--- config.mk ---
export PLATFORM = sky130hd
export DESIGN_NAME = permutation_rank
export DESIGN_NICKNAME = d
export VERILOG_FILES = /design/src/hdl/prank_pkg.sv /design/src/hdl/prank_cell.sv /design/src/hdl/permutation_rank.sv
export SDC_FILE = /design/constraint.sdc
export NUM_CORES = 2
export LEC_CHECK = 0
export ABC_AREA = 1
export ABC_CLOCK_PERIOD_IN_PS = 16050
export BUFFER_PORTS_ARGS = -buffer_cell sky130_fd_sc_hd__buf_4
export CAP_MARGIN = 15
export CORE_MARGIN = 2
export CORE_UTILIZATION = 33
export DETAILED_ROUTE_END_ITERATION = 7
export PLACE_DENSITY = 0.59
export SYNTH_ARGS = -nofsm -noshare
export SYNTH_HDL_FRONTEND = slang
export SYNTH_SLANG_ARGS = --single-unit
--- constraint.sdc ---
create_clock -name clock -period 16.05 [get_ports clock]
set_input_delay 3.21 -clock clock [delete_from_list [all_inputs] [get_ports clock]]
set_output_delay 3.21 -clock clock [all_outputs]
set_load 0.005 [all_outputs]
--- src/hdl/prank_pkg.sv ---
// ----------------------------------------------------------------------------
// prank_pkg
// Shared types and constants for the permutation ranking pipeline.
// ----------------------------------------------------------------------------
package prank_pkg;

   localparam int MAX_LEN    = 12;                   // longest permutation ranked
   localparam int NUM_ELEMS  = 12;                   // element fields per beat
   localparam int ELEM_W     = 4;
   localparam int LEN_W      = 4;
   localparam int RANK_W     = 29;
   localparam int POS_W      = $clog2(NUM_ELEMS);
   localparam int TREE_N     = 2 ** POS_W;           // leaves of the max tree
   localparam int NUM_STAGES = MAX_LEN - 1;
   localparam int REQ_W      = ((NUM_ELEMS * ELEM_W + 7) / 8) * 8;
   localparam int RSP_W      = ((RANK_W + 7) / 8) * 8;
   localparam logic [LEN_W-1:0] LEN_RESET = LEN_W'(MAX_LEN);

   typedef logic [ELEM_W-1:0] elem_type;
   typedef logic [POS_W-1:0]  pos_type;

   typedef struct packed {
      elem_type [NUM_ELEMS-1:0] elem;
      logic [RANK_W-1:0]        rank;
   } beat_type;

endpackage

--- src/hdl/prank_cell.sv ---
// ----------------------------------------------------------------------------
// prank_cell
// One ranking step: first-largest search over positions 0..limit, digit fold
// into the rank and swap of that element into the limit position.
// ----------------------------------------------------------------------------
module prank_cell (
   input  logic                         clock,
   input  logic                         reset,
   input  prank_pkg::pos_type           limit,
   input  logic [prank_pkg::LEN_W-1:0]  len,
   input  logic                         in_valid,
   output logic                         in_ready,
   input  prank_pkg::beat_type          in_beat,
   output logic                         out_valid,
   input  logic                         out_ready,
   output prank_pkg::beat_type          out_beat
);

   logic                 valid_ff, valid_in;
   prank_pkg::beat_type  beat_ff, beat_in;
   logic                 active;
   logic                 load;
   prank_pkg::elem_type  tree_val [0:prank_pkg::POS_W][0:prank_pkg::TREE_N-1];
   prank_pkg::pos_type   tree_pos [0:prank_pkg::POS_W][0:prank_pkg::TREE_N-1];
   prank_pkg::pos_type   best_pos;
   logic [prank_pkg::RANK_W+prank_pkg::LEN_W:0] product;

   // stage only counts when its limit lies inside the configured length
   assign active   = {1'b0, limit} < {1'b0, len};
   assign in_ready = !valid_ff || out_ready;
   assign load     = in_valid && in_ready;

   // max tree, ties go to the left (lower position)
   always_comb begin
      for (int l = 0; l <= prank_pkg::POS_W; l++) begin
         for (int j = 0; j < prank_pkg::TREE_N; j++) begin
            tree_val[l][j] = '0;
            tree_pos[l][j] = '0;
         end
      end
      for (int i = 0; i < prank_pkg::TREE_N; i++) begin
         tree_pos[0][i] = prank_pkg::POS_W'(i);
         if (i < prank_pkg::NUM_ELEMS) begin
            if (prank_pkg::POS_W'(i) <= limit) begin
               tree_val[0][i] = in_beat.elem[i];
            end
         end
      end
      for (int l = 0; l < prank_pkg::POS_W; l++) begin
         for (int j = 0; j < (prank_pkg::TREE_N >> (l + 1)); j++) begin
            if (tree_val[l][2*j+1] > tree_val[l][2*j]) begin
               tree_val[l+1][j] = tree_val[l][2*j+1];
               tree_pos[l+1][j] = tree_pos[l][2*j+1];
            end else begin
               tree_val[l+1][j] = tree_val[l][2*j];
               tree_pos[l+1][j] = tree_pos[l][2*j];
            end
         end
      end
   end

   assign best_pos = tree_pos[prank_pkg::POS_W][0];
   assign product  = in_beat.rank * ({1'b0, limit} + (prank_pkg::POS_W+1)'(1));

   always_comb begin
      beat_in = in_beat;
      if (active) begin
         beat_in.rank = product[prank_pkg::RANK_W-1:0]
                      + prank_pkg::RANK_W'(best_pos);
         beat_in.elem[limit]    = in_beat.elem[best_pos];
         beat_in.elem[best_pos] = in_beat.elem[limit];
      end
   end

   always_comb begin
      valid_in = valid_ff;
      if (in_ready) begin
         valid_in = in_valid;
      end
   end

   always_ff @(posedge clock) begin
      if (reset) begin
         valid_ff <= 1'b0;
      end else begin
         valid_ff <= valid_in;
      end
   end

   always_ff @(posedge clock) begin
      if (load) begin
         beat_ff <= beat_in;
      end
   end

   assign out_valid = valid_ff;
   assign out_beat  = beat_ff;

   a_hold_on_stall: assert property (@(posedge clock) disable iff (reset)
      valid_ff && !out_ready |=> valid_ff && $stable(beat_ff))
      else $error("prank_cell: held beat changed during stall");

   a_pos_in_range: assert property (@(posedge clock) disable iff (reset)
      in_valid && active |-> best_pos <= limit)
      else $error("prank_cell: selected position beyond limit");

   a_idle_pass: assert property (@(posedge clock) disable iff (reset)
      load && !active |=> beat_ff == $past(in_beat))
      else $error("prank_cell: inactive stage altered the beat");

endmodule

--- src/hdl/permutation_rank.sv ---
// ----------------------------------------------------------------------------
// permutation_rank
// Ranks a permutation of up to twelve 4-bit elements in the factorial base.
// ----------------------------------------------------------------------------
// Usage:
//   req_* carries one permutation per beat, elem_0 in the low nibble of
//   req_tdata. rsp_* returns one beat per request with the rank in the low
//   29 bits of rsp_tdata. csr_* writes perm_length (values above 12 act as
//   12, values 0 and 1 give rank 0); write it only while the block is idle.
//   csr_ready is always high.
// Timing:
//   A row of 11 cells, one per limit from 11 down to 1, each with its own
//   output register; a beat passes through all 11 registers before it shows
//   on rsp_tdata. One beat is accepted every cycle unless the output stalls.
// Reset:
//   Synchronous; clears all cell valids and sets perm_length to 12.
// Stall:
//   When rsp_tready is low, beats pile up in the cells; bubbles are squeezed
//   out, so req_tready drops only when every cell holds a beat.
// ----------------------------------------------------------------------------
module permutation_rank (
   input  logic                         clock,
   input  logic                         reset,
   input  logic                         req_tvalid,
   output logic                         req_tready,
   // elem_0 [3:0], elem_1 [7:4], ... elem_11 [47:44]
   input  logic [prank_pkg::REQ_W-1:0]  req_tdata,
   output logic                         rsp_tvalid,
   input  logic                         rsp_tready,
   // rank [28:0], zero [31:29]
   output logic [prank_pkg::RSP_W-1:0]  rsp_tdata,
   input  logic                         csr_valid,
   output logic                         csr_ready,
   input  logic [prank_pkg::LEN_W-1:0]  csr_data
);

   logic [prank_pkg::LEN_W-1:0] len_ff, len_in;
   logic [prank_pkg::LEN_W-1:0] len_eff;
   logic                        chain_valid [0:prank_pkg::NUM_STAGES];
   logic                        chain_ready [0:prank_pkg::NUM_STAGES];
   prank_pkg::beat_type         chain_beat  [0:prank_pkg::NUM_STAGES];

   assign csr_ready = 1'b1;

   always_comb begin
      len_in = len_ff;
      if (csr_valid && csr_ready) begin
         len_in = csr_data;
      end
   end

   always_ff @(posedge clock) begin
      if (reset) begin
         len_ff <= prank_pkg::LEN_RESET;
      end else begin
         len_ff <= len_in;
      end
   end

   assign len_eff = (len_ff > prank_pkg::LEN_W'(prank_pkg::MAX_LEN))
                  ? prank_pkg::LEN_W'(prank_pkg::MAX_LEN) : len_ff;

   always_comb begin
      chain_beat[0].rank = '0;
      for (int i = 0; i < prank_pkg::NUM_ELEMS; i++) begin
         chain_beat[0].elem[i] = req_tdata[i*prank_pkg::ELEM_W +: prank_pkg::ELEM_W];
      end
   end

   assign chain_valid[0] = req_tvalid;
   assign req_tready     = chain_ready[0];

   for (genvar k = 0; k < prank_pkg::NUM_STAGES; k++) begin : g_cell
      prank_cell u_cell (
         .clock     (clock),
         .reset     (reset),
         .limit     (prank_pkg::POS_W'(prank_pkg::MAX_LEN - 1 - k)),
         .len       (len_eff),
         .in_valid  (chain_valid[k]),
         .in_ready  (chain_ready[k]),
         .in_beat   (chain_beat[k]),
         .out_valid (chain_valid[k+1]),
         .out_ready (chain_ready[k+1]),
         .out_beat  (chain_beat[k+1])
      );
   end

   assign chain_ready[prank_pkg::NUM_STAGES] = rsp_tready;
   assign rsp_tvalid = chain_valid[prank_pkg::NUM_STAGES];
   assign rsp_tdata  = prank_pkg::RSP_W'(chain_beat[prank_pkg::NUM_STAGES].rank);

endmodule
==> out/results.txt <==
vias in the first global route = 31,350
Crit Path Max Fanout = 4
remaining antenna violation count = 0
dpl cell area = 42,350 um^2
worst-skew pair later-pin latency = 660 ps
aggregate global-route resource usage = 0.1409
syn avg cell area = 8.120 um^2
Hold Vio Cnt, Final = 0
critical-path cell list = buf_4 -> nor2_1 -> inv_1 -> nor2_1 -> inv_1 -> nor2_1 -> inv_1 -> nor2_1 -> nand2_1 -> nor2_1 -> nand2_1 -> nor2_1 -> buf_4 -> nand2_1 -> nor2_1 -> nand2_1 -> buf_4
TritonCTS Buffers = 60
PortBufs = 87
vias per inst = 4.811
wire length per cell = 13.31 um
Clock Sinks = 511
initial antenna violation count = 0
yosys warns = 0
# rows = 127
Slew headroom = 0.4198
ANT cells = 0
Critical Path RT = 12,840 ps
worst min-delay path category = flip-flop to flip-flop
routed wire length = 88,570 um
# Max-Cap Violations = 0
vias post-DR = 32,020
fmax = 110.9 MHz
WP depth = 17
Post-Synthesis Cells = 4,922
CTS Buffer Depth = 3
number of synthesized register bits = 511
DRC = 0
full die area = 123,900 um^2
router iterations before antenna repair = 6
I/O pin cnt = 92
share of cells above drive strength 1 = 0.05175
largest net degree at the start of global routing = 58
final cycle utilization of the critical path = 0.5618
cells on worst reg2reg path = 40
critical path launch point type = primary input
status = completed
die height = 352.0 um
clk root buf = clkbuf_16
Final min period = 9016 ps
slowest CP cell = nor2_1
Finished Cell Area = 44,420 um^2
total gr overflow = 0
cts hold-fix bufs = 0
Nets = 5,632
Worst EP arrival = 5810 ps
RSZ-0062 raised after global routing = false
CP peak stage delay = 390 ps
post_cts resized = 0
largest delay contributor family on the critical path = simple AND/OR/NAND/NOR gates
Unique masters post-synth = 53
Synth async-reset ratio = 0
WS Path Type = primary input to primary output
Max Slew Vio Count = 0
CTS tree = yes
Fin Setup TNS = 0 ps
Seq/Total Area, Yosys = 0.3802
Final Wtd Congestion = 0.8814
Post-synth EDFFs = 496
Initial Utilization = 0.3331
Worst setup EP type = primary output
Buf/Inv on CP = 6
area grow syn2layout = 11.13%
global-route wire length before repair = 147,900 um
setup violators final = 0
DP HPWL = 72,570 um
Post-CTS Setup Repair Bufs = 0
worst slew pin tran = 869.1 ps
synthesized cell area = 39,970 um^2
clk slew on worst S/H paths = 60 ps
Die W = 352.0 um
hold path depth = 2
Crit path top cell by count = nor2_1
Clock H-tree levels = 2
Worst Skew = 31.65 ps
Initial DRC Count = 1,537
core region area = 120,000 um^2
Top FF cell, synth = edfxtp_1
layout by cell type (no fill, tap or decap), types with 11 or more instances in the layout:
cell type / Yosys / layout
o21bai_1: 11 / 11
edfxtp_1: 496 / 496
clkinv_1: 8 / 16
inv_1: 590 / 588
nand2_2: 11 / 12
fa_1: 33 / 33
xor2_1: 44 / 44
a32oi_1: 19 / 19
clkinv_2: 0 / 11
a31oi_1: 20 / 20
nand4_1: 58 / 58
nor3_1: 15 / 15
ha_1: 548 / 548
o21ai_1: 11 / 11
xnor2_1: 43 / 43
buf_4: 35 / 109
or2_2: 12 / 12
nor2_1: 330 / 324
dfxtp_1: 15 / 15
a21oi_1: 310 / 307
a32o_1: 19 / 19
clkbuf_1: 60 / 12
nand2_1: 1379 / 1378
clkbuf_16: 0 / 61
nand3_1: 117 / 117
o21ai_0: 642 / 641
worst reg2reg max path: cells and delay by family, from the launching register on:
family / cells / cell delay, ps
buffers and inverters: 4 / 310
adders and majority gates: 6 / 1880
AOI/OAI and AO/OA: 16 / 3210
and+or+nand+nor: 13 / 1800
DFF: 1 / 410
xor gates and xnor gates: 1 / 160
cell families after synthesis:
kind of cell / share of synthesized area
flops: 0.3802
compound gates: 0.1454
mux: 0.0005322
simple gates: 0.1964
fa+ha+maj: 0.1881
other cells: 0.0001879
xor+xnor: 0.01988
buf+inv: 0.06934
sequential cells by signal, summed over array words and instances, names as in the netlist:
name	cells
len_ff	4
g_cell.u_cell.out_valid	11
g_cell.u_cell.out_beat	496
stage by stage:
step / cells / hold slack, ps / setup WS, ps / utilization
5_1_grt: 6655 / 497.5 / 6755 / 0.3702
6_report: 6655 / 474.6 / 7034 / 0.3702
3_5_place_dp: 6543 / 466.6 / 6799 / 0.3530
3_3_place_gp: 6543 / 471.4 / 6903 / 0.3530
4_1_cts: 6654 / 475.6 / 7046 / 0.3700
2_1_floorplan: 4925 / 450.6 / 8070 / -
worst paths after layout:
path                                                                end  slack (ps)                                     from
worst min-delay path            g_cell[9].u_cell.out_valid$_SDFFE_PP0P_         470  g_cell[8].u_cell.out_valid$_SDFFE_PP0P_
worst max-delay path                                         req_tready        7030                               rsp_tready
worst min register to register  g_cell[9].u_cell.out_valid$_SDFFE_PP0P_         470  g_cell[8].u_cell.out_valid$_SDFFE_PP0P_
worst max register to register  g_cell[3].u_cell.out_beat[10]$_DFFE_PP_        7980  g_cell[2].u_cell.out_beat[56]$_DFFE_PP_
metal layers:
metal  up-vias  wire length, um  track usage
met2       558            44490       0.2628
met5         -                0            0
met3       203             3229      0.01756
met1     14350            37440       0.1603
met4         0             3417      0.06017
li1      16910                -            -
synth_stat cells (7+ instances only):
cell type | instances | area [um^2]
a21o_1 | 8 | 60.06
nand3_1 | 117 | 585.6
o31ai_1 | 9 | 67.56
o21ai_0 | 642 | 3213
nor3_1 | 15 | 75.07
dfxtp_1 | 15 | 300.3
a31oi_1 | 20 | 125.1
a32o_1 | 19 | 190.2
nand2_1 | 1379 | 5176
nand4_1 | 58 | 362.9
nor2_1 | 330 | 1239
clkbuf_1 | 60 | 225.2
nand2_2 | 11 | 68.82
buf_2 | 7 | 35.03
ha_1 | 548 | 6857
clkinv_1 | 8 | 30.03
nand3b_1 | 10 | 75.07
buf_4 | 35 | 262.8
inv_1 | 590 | 2215
o21ai_1 | 11 | 55.05
a21oi_1 | 310 | 1551
or2_2 | 12 | 75.07
xnor2_1 | 43 | 376.6
a32oi_1 | 19 | 166.4
edfxtp_1 | 496 | 14890
xor2_1 | 44 | 385.4
fa_1 | 33 | 660.6
o21bai_1 | 11 | 82.58
final cells by class:
cell class,instances,area (um^2)
flip-flops and latches,511,15190
clock inverters,34,416.7
well taps,1612,2017
inverters,598,2245
clock buffers,77,1627
repair buffers,110,845.8
multi-input cells,3713,22070
fillers,12320,75560
Power is left out: the tool's default activity adds up to more than one toggle a clock period on the data nets, which glitch-free logic cannot reach.
